### src/hdl/cursor_sequence_store_core_assert.svh
// Assertion macros for the cursor sequence store.
// Used by the top level; relies on clk_i and rst_ni in the including scope.
`ifndef CURSOR_SEQUENCE_STORE_CORE_ASSERT_SVH
`define CURSOR_SEQUENCE_STORE_CORE_ASSERT_SVH

`ifndef ASSERT_OFF

// Plain implication checked on every clock edge outside reset.
`define CSS_ASSERT(label, ante, cons, msg) \
  label: assert property (@(posedge clk_i) disable iff (!rst_ni) (ante) |-> (cons)) \
    else $error(msg);

// Implication whose consequent is checked in the next cycle.
`define CSS_ASSERT_NEXT(label, ante, cons, msg) \
  label: assert property (@(posedge clk_i) disable iff (!rst_ni) (ante) |=> (cons)) \
    else $error(msg);

`else

`define CSS_ASSERT(label, ante, cons, msg)
`define CSS_ASSERT_NEXT(label, ante, cons, msg)

`endif

`endif

### src/hdl/css_pkg.sv
// Shared types and constants of the cursor sequence store.
// No dependencies; used by every module of the block.
package css_pkg;

  localparam int unsigned CAPACITY_DEF    = 32;
  localparam int unsigned VALUE_WIDTH_DEF = 32;
  localparam int unsigned REQ_W           = 3;
  localparam int unsigned DATA_W          = 32;
  localparam int unsigned COUNT_OUT_W     = 6;

  // Request codes; the remaining codes leave the store unchanged.
  typedef enum logic [REQ_W-1:0] {
    REQ_START   = 3'd0,
    REQ_ADVANCE = 3'd1,
    REQ_INSERT  = 3'd2,
    REQ_ATTACH  = 3'd3,
    REQ_REMOVE  = 3'd4
  } css_req_e;

  // Sequencer states.
  typedef enum logic [2:0] {
    ST_IDLE,
    ST_SHIFT,
    ST_WRITE,
    ST_READ,
    ST_DONE
  } css_state_e;

  // Status handed from the sequencer to the top level.
  typedef struct packed {
    logic ready;
    logic done;
    logic has_current;
    logic rejected;
  } css_status_t;

endpackage

### src/hdl/css_ram.sv
// Generic single-write, single-read memory with a registered read port.
// Depends on css_pkg for its default sizes.
module css_ram #(
  parameter int unsigned WIDTH = css_pkg::VALUE_WIDTH_DEF,
  parameter int unsigned DEPTH = css_pkg::CAPACITY_DEF,
  parameter int unsigned AW    = (DEPTH > 1) ? $clog2(DEPTH) : 1
) (
  input  logic             clk_i,
  input  logic             we_i,
  input  logic [AW-1:0]    waddr_i,
  input  logic [WIDTH-1:0] wdata_i,
  input  logic             re_i,
  input  logic [AW-1:0]    raddr_i,
  output logic [WIDTH-1:0] rdata_o
);

  logic [WIDTH-1:0] mem_q [DEPTH];
  logic [WIDTH-1:0] rdata_q;

  // Write port.
  always_ff @(posedge clk_i) begin
    if (we_i) begin
      mem_q[waddr_i] <= wdata_i;
    end
  end

  // Registered read; the data holds while no read is issued.
  always_ff @(posedge clk_i) begin
    if (re_i) begin
      rdata_q <= mem_q[raddr_i];
    end
  end

  assign rdata_o = rdata_q;

endmodule

### src/hdl/css_ctrl.sv
// Sequencer of the cursor sequence store: count, cursor and the shared shift unit.
// Depends on css_pkg; drives the ports of one css_ram instance.
module css_ctrl #(
  parameter int unsigned CAPACITY    = css_pkg::CAPACITY_DEF,
  parameter int unsigned VALUE_WIDTH = css_pkg::VALUE_WIDTH_DEF,
  parameter int unsigned CW          = $clog2(CAPACITY + 1),
  parameter int unsigned AW          = (CAPACITY > 1) ? $clog2(CAPACITY) : 1
) (
  input  logic                        clk_i,
  input  logic                        rst_ni,
  input  logic                        start_i,
  input  logic [css_pkg::REQ_W-1:0]   req_type_i,
  input  logic [VALUE_WIDTH-1:0]      value_i,
  input  logic                        out_free_i,
  output logic                        ram_we_o,
  output logic [AW-1:0]               ram_waddr_o,
  output logic [VALUE_WIDTH-1:0]      ram_wdata_o,
  output logic                        ram_re_o,
  output logic [AW-1:0]               ram_raddr_o,
  input  logic [VALUE_WIDTH-1:0]      ram_rdata_i,
  output logic [CW-1:0]               count_o,
  output css_pkg::css_status_t        status_o
);

  import css_pkg::*;

  localparam logic [CW-1:0] CAP_C = CW'(CAPACITY);

  css_state_e             state_q, state_d;
  logic [CW-1:0]          count_q, count_d;
  logic [CW-1:0]          cursor_q, cursor_d;
  logic [CW-1:0]          src_q, src_d;
  logic [CW-1:0]          pos_q, pos_d;
  logic [AW-1:0]          dst_q, dst_d;
  logic                   more_q, more_d;
  logic                   pend_q, pend_d;
  logic                   down_q, down_d;
  logic                   place_q, place_d;
  logic                   rej_q, rej_d;
  logic [VALUE_WIDTH-1:0] val_q, val_d;

  logic          has_cur;
  logic          full;
  logic [CW-1:0] cursor_inc;
  logic [CW-1:0] src_inc;
  logic [CW-1:0] src_dec;
  logic [CW-1:0] place_pos;

  assign has_cur    = cursor_q < count_q;
  assign full       = count_q >= CAP_C;
  assign cursor_inc = cursor_q + 1'b1;
  assign src_inc    = src_q + 1'b1;
  assign src_dec    = src_q - 1'b1;

  // Control state register.
  always_ff @(posedge clk_i or negedge rst_ni) begin
    if (!rst_ni) begin
      state_q  <= ST_IDLE;
      count_q  <= '0;
      cursor_q <= '0;
      more_q   <= 1'b0;
      pend_q   <= 1'b0;
      rej_q    <= 1'b0;
    end else begin
      state_q  <= state_d;
      count_q  <= count_d;
      cursor_q <= cursor_d;
      more_q   <= more_d;
      pend_q   <= pend_d;
      rej_q    <= rej_d;
    end
  end

  // Working registers of the current request.
  always_ff @(posedge clk_i) begin
    src_q   <= src_d;
    pos_q   <= pos_d;
    dst_q   <= dst_d;
    down_q  <= down_d;
    place_q <= place_d;
    val_q   <= val_d;
  end

  // Next state and outputs.
  always_comb begin
    state_d     = state_q;
    count_d     = count_q;
    cursor_d    = cursor_q;
    src_d       = src_q;
    pos_d       = pos_q;
    dst_d       = dst_q;
    more_d      = more_q;
    pend_d      = pend_q;
    down_d      = down_q;
    place_d     = place_q;
    rej_d       = rej_q;
    val_d       = val_q;
    place_pos   = '0;
    ram_we_o    = 1'b0;
    ram_waddr_o = dst_q;
    ram_wdata_o = ram_rdata_i;
    ram_re_o    = 1'b0;
    ram_raddr_o = src_q[AW-1:0];
    status_o    = '{ready: 1'b0, done: 1'b0, has_current: has_cur, rejected: rej_q};

    unique case (state_q)
      ST_IDLE: begin
        status_o.ready = 1'b1;
        if (start_i) begin
          rej_d   = 1'b0;
          pend_d  = 1'b0;
          more_d  = 1'b0;
          val_d   = value_i;
          state_d = ST_READ;
          unique case (req_type_i) inside
            REQ_START: begin
              cursor_d = '0;
            end
            REQ_ADVANCE: begin
              if (has_cur) begin
                cursor_d = cursor_inc;
              end
            end
            REQ_INSERT, REQ_ATTACH: begin
              if (full) begin
                rej_d = 1'b1;
              end else begin
                if (req_type_i == REQ_INSERT) begin
                  place_pos = has_cur ? cursor_q : '0;
                end else begin
                  place_pos = has_cur ? cursor_inc : count_q;
                end
                // Move entries pos..count-1 up by one, highest first.
                pos_d   = place_pos;
                src_d   = count_q - 1'b1;
                more_d  = count_q > place_pos;
                down_d  = 1'b1;
                place_d = 1'b1;
                state_d = ST_SHIFT;
              end
            end
            REQ_REMOVE: begin
              if (has_cur) begin
                // Move entries cursor+1..count-1 down by one, lowest first.
                src_d   = cursor_inc;
                more_d  = cursor_inc < count_q;
                down_d  = 1'b0;
                place_d = 1'b0;
                state_d = ST_SHIFT;
              end
            end
            default: begin
            end
          endcase
        end
      end

      // One entry read per cycle; its data is written in the next cycle.
      ST_SHIFT: begin
        ram_we_o = pend_q;
        ram_re_o = more_q;
        if (more_q) begin
          pend_d = 1'b1;
          if (down_q) begin
            dst_d  = src_inc[AW-1:0];
            src_d  = src_dec;
            more_d = src_q != pos_q;
          end else begin
            dst_d  = src_dec[AW-1:0];
            src_d  = src_inc;
            more_d = src_inc < count_q;
          end
        end else begin
          pend_d  = 1'b0;
          state_d = ST_WRITE;
        end
      end

      // Place the new value, or shrink the store after a removal.
      ST_WRITE: begin
        if (place_q) begin
          ram_we_o    = 1'b1;
          ram_waddr_o = pos_q[AW-1:0];
          ram_wdata_o = val_q;
          count_d     = count_q + 1'b1;
          cursor_d    = pos_q;
        end else begin
          count_d = count_q - 1'b1;
        end
        state_d = ST_READ;
      end

      // Fetch the item under the cursor for the result.
      ST_READ: begin
        ram_re_o    = has_cur;
        ram_raddr_o = cursor_q[AW-1:0];
        state_d     = ST_DONE;
      end

      ST_DONE: begin
        status_o.done = 1'b1;
        if (out_free_i) begin
          state_d = ST_IDLE;
        end
      end

      default: begin
        state_d = ST_IDLE;
      end
    endcase
  end

  assign count_o = count_q;

endmodule

### src/hdl/cursor_sequence_store_core.sv
// Cursor sequence store: ordered store of CAPACITY words with a cursor.
// Start, advance, unused codes, refusals, removes with no current item: READ, then DONE.
// Insert, attach, remove: SHIFT, WRITE, READ, DONE; SHIFT moves n entries (at most CAPACITY - 1),
// one entry per cycle through the single memory port pair.
// One request at a time; the next is taken once the result sits in the output register.
// Reset (rst_ni, asynchronous, active low) empties the store and moves the cursor to the front.
`include "cursor_sequence_store_core_assert.svh"

module cursor_sequence_store_core #(
  parameter int unsigned CAPACITY    = css_pkg::CAPACITY_DEF,
  parameter int unsigned VALUE_WIDTH = css_pkg::VALUE_WIDTH_DEF
) (
  input  logic                              clk_i,
  input  logic                              rst_ni,
  input  logic                              in_valid,
  output logic                              in_ready,
  input  logic [css_pkg::REQ_W-1:0]         req_type_i,
  input  logic [css_pkg::DATA_W-1:0]        entry_value_i,
  output logic                              out_valid,
  input  logic                              out_ready,
  output logic [css_pkg::DATA_W-1:0]        current_value_o,
  output logic                              has_current_o,
  output logic [css_pkg::COUNT_OUT_W-1:0]   item_count_o,
  output logic                              rejected_o
);

  import css_pkg::*;

  localparam int unsigned CW = $clog2(CAPACITY + 1);
  localparam int unsigned AW = (CAPACITY > 1) ? $clog2(CAPACITY) : 1;

  logic                   accept;
  logic                   out_free;
  logic                   load;
  logic [VALUE_WIDTH-1:0] value_in;
  logic [VALUE_WIDTH+DATA_W-1:0]  value_in_ext;
  logic [VALUE_WIDTH+DATA_W-1:0]  value_out_ext;
  logic [CW+COUNT_OUT_W-1:0]      count_ext;

  logic                   ram_we;
  logic [AW-1:0]          ram_waddr;
  logic [VALUE_WIDTH-1:0] ram_wdata;
  logic                   ram_re;
  logic [AW-1:0]          ram_raddr;
  logic [VALUE_WIDTH-1:0] ram_rdata;
  logic [CW-1:0]          count;
  css_status_t            status;

  logic                   out_valid_q, out_valid_d;
  logic [DATA_W-1:0]      cur_value_q;
  logic                   has_cur_q;
  logic [COUNT_OUT_W-1:0] count_out_q;
  logic                   rej_q;

  assign in_ready = status.ready;
  assign accept   = in_valid && status.ready;
  assign out_free = !out_valid_q || out_ready;
  assign load     = status.done && out_free;

  // Fit the request value to the stored width and the stored word to the result width.
  assign value_in_ext  = {{VALUE_WIDTH{1'b0}}, entry_value_i};
  assign value_in      = value_in_ext[VALUE_WIDTH-1:0];
  assign value_out_ext = {{DATA_W{1'b0}}, ram_rdata};
  assign count_ext     = {{COUNT_OUT_W{1'b0}}, count};

  css_ctrl #(
    .CAPACITY   (CAPACITY),
    .VALUE_WIDTH(VALUE_WIDTH),
    .CW         (CW),
    .AW         (AW)
  ) u_ctrl (
    .clk_i      (clk_i),
    .rst_ni     (rst_ni),
    .start_i    (accept),
    .req_type_i (req_type_i),
    .value_i    (value_in),
    .out_free_i (out_free),
    .ram_we_o   (ram_we),
    .ram_waddr_o(ram_waddr),
    .ram_wdata_o(ram_wdata),
    .ram_re_o   (ram_re),
    .ram_raddr_o(ram_raddr),
    .ram_rdata_i(ram_rdata),
    .count_o    (count),
    .status_o   (status)
  );

  css_ram #(
    .WIDTH(VALUE_WIDTH),
    .DEPTH(CAPACITY),
    .AW   (AW)
  ) u_ram (
    .clk_i  (clk_i),
    .we_i   (ram_we),
    .waddr_i(ram_waddr),
    .wdata_i(ram_wdata),
    .re_i   (ram_re),
    .raddr_i(ram_raddr),
    .rdata_o(ram_rdata)
  );

  // Output register valid flag.
  always_comb begin
    out_valid_d = out_valid_q;
    if (load) begin
      out_valid_d = 1'b1;
    end else if (out_ready) begin
      out_valid_d = 1'b0;
    end
  end

  always_ff @(posedge clk_i or negedge rst_ni) begin
    if (!rst_ni) begin
      out_valid_q <= 1'b0;
    end else begin
      out_valid_q <= out_valid_d;
    end
  end

  // Result payload, captured when the sequencer finishes a request.
  always_ff @(posedge clk_i) begin
    if (load) begin
      cur_value_q <= status.has_current ? value_out_ext[DATA_W-1:0] : '0;
      has_cur_q   <= status.has_current;
      count_out_q <= count_ext[COUNT_OUT_W-1:0];
      rej_q       <= status.rejected;
    end
  end

  assign out_valid       = out_valid_q;
  assign current_value_o = cur_value_q;
  assign has_current_o   = has_cur_q;
  assign item_count_o    = count_out_q;
  assign rejected_o      = rej_q;

  // The block is busy in the cycle after it takes a request.
  `CSS_ASSERT_NEXT(a_busy_after_accept, accept, !in_ready, "ready right after a request")
  // A refused insert or attach only happens on a full store.
  `CSS_ASSERT(a_rej_full, load && status.rejected, count == CW'(CAPACITY), "refused while not full")
  // The count never exceeds the capacity.
  `CSS_ASSERT(a_count_bound, 1'b1, count <= CW'(CAPACITY), "item count above capacity")

endmodule
### config.mk
export PLATFORM = sky130hd
export DESIGN_NAME = cursor_sequence_store_core
export DESIGN_NICKNAME = d
export VERILOG_FILES = /design/src/hdl/css_pkg.sv /design/src/hdl/css_ram.sv /design/src/hdl/css_ctrl.sv /design/src/hdl/cursor_sequence_store_core.sv
export VERILOG_INCLUDE_DIRS = /design/src /design/src/hdl
export SDC_FILE = /design/constraint.sdc
export NUM_CORES = 2
export LEC_CHECK = 0
export BUFFER_PORTS_ARGS = -buffer_cell sky130_fd_sc_hd__buf_2
export CORE_MARGIN = 2
export CORE_UTILIZATION = 29
export CTS_BUF_LIST = sky130_fd_sc_hd__clkbuf_4
export DETAILED_ROUTE_END_ITERATION = 6
export PLACE_DENSITY = 0.42
export SYNTH_ARGS = -nofsm -noshare
export SYNTH_HDL_FRONTEND = slang
export SYNTH_SLANG_ARGS = --single-unit
export TNS_END_PERCENT = 1
### constraint.sdc
create_clock -name clk_i -period 6.7 [get_ports clk_i]
set_clock_uncertainty 0.2 [all_clocks]
set_input_delay 1.005 -clock clk_i [delete_from_list [all_inputs] [get_ports clk_i]]
set_output_delay 1.005 -clock clk_i [all_outputs]
set_load 0.05 [all_outputs]
# Yosys cells after proc, flatten, opt, wreduce, memory -nomap -nowiden
# Memory sizes are Yosys's and may differ from the RTL's. A register that Yosys moved wholly into a read port is not among the register bits.
# Cells that the tools add are included.
# totals
ramBits	1024
ff_bits	109
memories	1
word_cells	124
output_inout_bits	42
# mem_list
name	depth	word_bits	read_ports	rd_ports_with_merged_regs	wr	line_no	rtl
u_ram.mem_q	32	32	1	1	1	css_ram.sv:17	logic [WIDTH-1:0] mem_q [DEPTH];
# op_classes
n_bitwise	1
reduce_logical	19
n_addsub	5
magnitude_cmp	5
mux	56
n_eq_ne	21
# op_table
operator	n
2-to-1 mux 6 bit	15
2-to-1 mux 32 bit	2
case mux 6 bit (2 select lines)	4
2-to-1 mux 5 bit	4
adder 6 x 1 -> 6 bit, second input constant	3
< comparator 6 bit	3
2-to-1 mux 1 bit	18
case mux 3 bit (5 select lines)	1
== test 3 x 2 -> 1 bit, second input constant	4
case mux 1 bit (2 select lines)	6
subtractor 6 x 1 -> 6 bit, second input constant	2
AND reduction 5 bit	2
2-to-1 mux 3 bit	3
inequality test 3 x 2 -> 1 bit, second input constant	3
inequality test 2 bit, second input constant	4
nonzero test 2 bit	4
== test 3 x 1 -> 1 bit, second input constant	2
== test 3 bit, second input constant	2
greater-or-equal comparator 6 bit, second input constant	1
> comparator 6 bit	1
zero test 3 bit	2
inequality test 2 x 1 -> 1 bit, second input constant	3
inequality test 6 bit	1
case mux 3 bit (2 select lines)	1
other kinds (12)	16

# Logic depth before layout (Yosys ltp)
# logic_depth
depth_word	12
mapped_depth	16

# By module
# Synthesis repeated with hierarchy kept, for this count alone.
# unflattened
hier_cells	2733
area_unflattened_um2	46709.8
# modules_own_cells
mod	n_inst	cells_each	seq_area_each_um2	area_each_um2
css_ram	1	2260	31710.4	40812.9
css_ctrl	1	393	1951.9	4390.5
cursor_sequence_store_core	1	80	1226.2	1506.4

# Worst setup path after synthesis
# Ideal clock, no wire load.
# synth_path
kind	reg2reg
start	reg u_ctrl.state_q[1]
end	reg u_ctrl.cursor_q[0]
setup_slack_ns	2.921
path_stages_with_launch	7
setup_time_ns	0.125
t_arrival_ns	3.454
synth_period_minus_slack_ns	3.779
n_path_buf	1
cell_sequence	dfrtp_1 buf_2 nor3_1 nand2_1 inv_1 a31oi_2 mux2_2
# synth_via
elab_chain_cells	5
word_cells_on_any_way	11
# synth_rtl
item	line_no	rtl
start, declared	css_ctrl.sv:29	css_state_e state_q, state_d;
start signal, assigned	css_ctrl.sv:65	state_q <= state_d;
zero test 3 bit	css_ctrl.sv:106	unique case (state_q)
2-to-1 mux 1 bit	css_ctrl.sv:106	
named net in_ready	cursor_sequence_store_core.sv:16	output logic in_ready,
logical AND 1 bit	cursor_sequence_store_core.sv:56	assign accept = in_valid && status.ready;
inequality test 2 bit (no source line)	--	
AND reduction 5 bit (no source line)	--	
end signal, assigned	css_ctrl.sv:67	cursor_q <= cursor_d;
end, declared	css_ctrl.sv:31	logic [CW-1:0] cursor_q, cursor_d;
# The timed path passes the listed nets, and every way through them passes these cells.
# A chain may end at the register's enable or synchronous reset.

# Worst setup path after layout
# layout_path
start	reg u_ctrl.count_q[4], in the netlist u_ctrl.count_o[4]
end	reg u_ram.rdata_q[20], in the netlist u_ram.rdata_o[20], read port of u_ram.mem_q (enable)
# layout_via
elab_chain_cells	2
# layout_rtl
item	line_no	rtl
start, declared	css_ctrl.sv:30	logic [CW-1:0] count_q, count_d;
start signal, assigned	css_ctrl.sv:66	count_q <= count_d;
< comparator 6 bit	css_ctrl.sv:49	assign has_cur = cursor_q < count_q;
case mux 1 bit (2 select lines)	css_ctrl.sv:106	
named net ram_re	cursor_sequence_store_core.sv:43	logic ram_re;
end, declared	css_ram.sv:18	logic [WIDTH-1:0] rdata_q;
# The timed path passes the listed nets, and every way through them passes these cells.

==> flow_summary.yaml <==
critical_path:
  setup.worst_path.end: "u_ram.rdata_o[20]$_DFFE_PP_"
  crit_family: "compound AO/OA/AOI/OAI gates"
  timing.rr.end: "u_ram.rdata_o[20]$_DFFE_PP_"
  r2r-start: "u_ctrl.count_o[4]$_DFFE_PN0P_"
  endpoint_kind: "register"
  cp.required_ns: 7.31
  rrSetupSlack_ns: 2.01
  cp_max_fo: 31
  worstSetupStartpoint: "u_ctrl.count_o[4]$_DFFE_PN0P_"
  crit_arrival_ns: 5.30
  max_stage_delay_ns: 0.63
  cp.depth: 8
  r2r_cells: 8
  crit_buf_inv: 3
  cp_cell_sequence: "inv_1 > ha_1 > a21o_1 > a21o_1 > a41oi_4 > buf_4 > a41o_2 > buf_4"
  cp-start-kind: "register"
  cp_slowest_cell: "buf_4"
  crit_type: "register to register"
global_route:
  grt_usage_pct: 19.3
  antenna_found_initial: 7
  use_met2_pct: 29.3
  grt_start_max_net_pins: 92
  top_usage_layer: "met2"
  grt_pass1_vias: 29000
  grt_pass1_wl_um: 220000
  overflow: 0
  use_met3_pct: 5.51
  gr-usage-met1_pct: 26.6
clock_network:
  clkSinkCount: 1165
  post_cts_resized: 0
  cts_tree: "built"
  h-tree-depth: 5
  cts_buffers: 342
  root_buffer: "clkbuf_4"
  clock_latency_ns: 1.27
  clk_pin_slew_ns: 0.07
  clockBufferDepth: 4
route:
  firstDrtPassIters: 7
  via_count: 28500
  viasPerCell: 5.06
  antenna_left: 0
  drt_iter0_drc: 2828
  drc: 0
  routed_wirelength_um: 158000
  routedWlPerCell_um: 28.0
floorplanning:
  die_h_um: 402
  fp.dieArea_um2: 162000
  core_area_um2: 158000
  rows: 146
  pin_count: 81
  die_w_um: 402
  start_util_pct: 29.1
yosys:
  netlist_top_cells_area: "edfxtp_1 75%, mux2i_1 6.3%, nand2_1 5.0%"
  syn_area_um2: 46000
  synth_area_per_cell_um2: 15.7
  synth_top_area_share_pct: 74.8
  ys_warn_count: 0
  yosysSeqAreaShare_pct: 75.8
  synthCells: 2933
  synth-edff-count: 1146
  synth_commonest_cells: "1146 x edfxtp_1, 618 x nand2_1, 291 x mux2i_1"
  synth_top_cell_by_area: "edfxtp_1"
  synth_most_common_cell: "edfxtp_1"
  async_flop_share_pct: 1.63
  ys_ff_latch: 1165
  synth_nets: 2999
  synth_ff_type: "edfxtp_1"
  ys_types: 54
layout:
  fin_cells: 5633
  drive_gt1_share_pct: 21.5
  area_delta_synth_final_pct: 17.2
  final_cell_area_um2: 53900
  num-nets-final: 3398
  final_util_pct: 34.1
sta:
  drv_slew: 0
  timing.final.setup_violations: 0
  fin_crit_ns: 4.69
  setup_tns_ns: 0
  grt_setup_unrepaired: "no"
  post-route-period-util_pct: 70.0
  tightestPinTransition_ns: 1.28
  hold_viol_final: 0
  fmax_ghz: 0.213
  relSlewSlack_pct: 14.7
pwr:
  cellLeakagePower_nw: 18.5
  p_per_area_nw_per_um2: 432
  power_mw: 23.3
  ir_drop_mv: 0.230
job:
  drv_cap: 0
place:
  gp_congestion: 0.823
  hpwl_um: 91600
  place_area_um2: 49400
  dpl.cell_count: 5018
  numPortBuffers: 80
outcome:
  outcome: "finished, final reports clean"
hold_path:
  hp-class: "input pin to register"
==> worst min-delay path by stage <==
stage                                   startpoint                        end  depth (start not counted)
after floorplan           u_ctrl.rej_q$_DFFE_PN0P_       rejected_o$_DFFE_PP_                          0
after global placement    u_ctrl.rej_q$_DFFE_PN0P_       rejected_o$_DFFE_PP_                          0
after detailed placement  u_ctrl.rej_q$_DFFE_PN0P_       rejected_o$_DFFE_PP_                          0
after CTS                         entry_value_i[6]  u_ctrl.val_q[6]$_DFFE_PP_                          2
after global routing              entry_value_i[6]  u_ctrl.val_q[6]$_DFFE_PP_                          2
final                             entry_value_i[6]  u_ctrl.val_q[6]$_DFFE_PP_                          2
==> sequential cells by signal (all words and copies together) (netlist names), 3 cells and up <==
| register | count |
|---|---|
| current_value_o | 32 |
| item_count_o | 6 |
| u_ctrl.count_o | 6 |
| u_ctrl.cursor_q | 6 |
| u_ctrl.dst_q | 5 |
| u_ctrl.pos_q | 6 |
| u_ctrl.src_q | 6 |
| u_ctrl.state_q | 3 |
| u_ctrl.val_q | 32 |
| u_ram.mem_q | 1024 |
| u_ram.rdata_o | 32 |
==> cell type report <==
cell class | count | area [µm²]
fill | 15300 | 104000
multi-input combinational | 1581 | 10500
timing repair buffer | 221 | 1740
clock buffer | 493 | 3700
tap | 2072 | 2590
clock inverter | 73 | 393
inverter | 21 | 78.8
sequential | 1165 | 34900
antenna | 7 | 17.5
==> cell usage in the layout (no fill, tap or decap), drive strengths merged, types with 3 or more instances in the layout <==
master,instances
edfxtp,1146
nand2,618
clkbuf,493
mux2i,292
a32oi,232
buf,180
nor2,103
nand4,68
clkinv,66
dlygate4sd3,41
and2,34
o21ai,30
ha,27
a22oi,25
xnor2,23
inv,23
dfrtp,19
a21oi,19
nand3,14
mux2,11
nand3b,11
nor3,10
xor2,8
nor3b,8
a21o,8
diode,7
nand2b,6
o22ai,4
bufinv,4
nor2b,3
o21a,3
a211oi,3
and3,3
==> power by group <==
part	total, mW	switching [mW]	internal, mW
logic	6.67	5.05	1.62
clock network	6.53	3.04	3.50
registers	10.1	0.293	9.82
==> through the flow <==
step,setup slack [ns],hold slack [ns]
after floorplan,2.92,0.225
after global placement,1.82,0.249
after detailed placement,1.97,0.249
after CTS,1.93,0.0572
after global routing,1.59,0.0945
final,2.01,0.240
==> timing repair <==
| item | CTS | global route |
|---|---|---|
| endpoints found under the setup margin | 0 | 0 |
| setup buffers | 0 | 0 |
| hold endpoints to repair | 59 | 0 |
| hold buffers | 41 | 0 |
==> per-layer routing <==
metal / wire length, µm / part of all wire, % / vias up
met5: 13 / 0.0082 / -
li1: - / - / 12300
met1: 71100 / 45 / 14700
met3: 11600 / 7.4 / 232
met2: 71600 / 45 / 1214
met4: 3630 / 2.3 / 2
==> cells by family (layout without fill, tap and decap cells) <==
family / Yosys count / in the layout / share of synthesized area (%)
buffers and inverters: 187 / 808 / 2.22
AO/OA/AOI/OAI: 340 / 340 / 5.97
other: 0 / 7 / 0
AND/OR/NAND/NOR: 880 / 880 / 8.07
XOR/XNOR: 31 / 31 / 0.590
adder cells (fa/ha/maj): 27 / 27 / 0.734
flip-flops: 1165 / 1165 / 75.8
multiplexers: 303 / 303 / 6.63
Power figures use the tool's default switching activity.
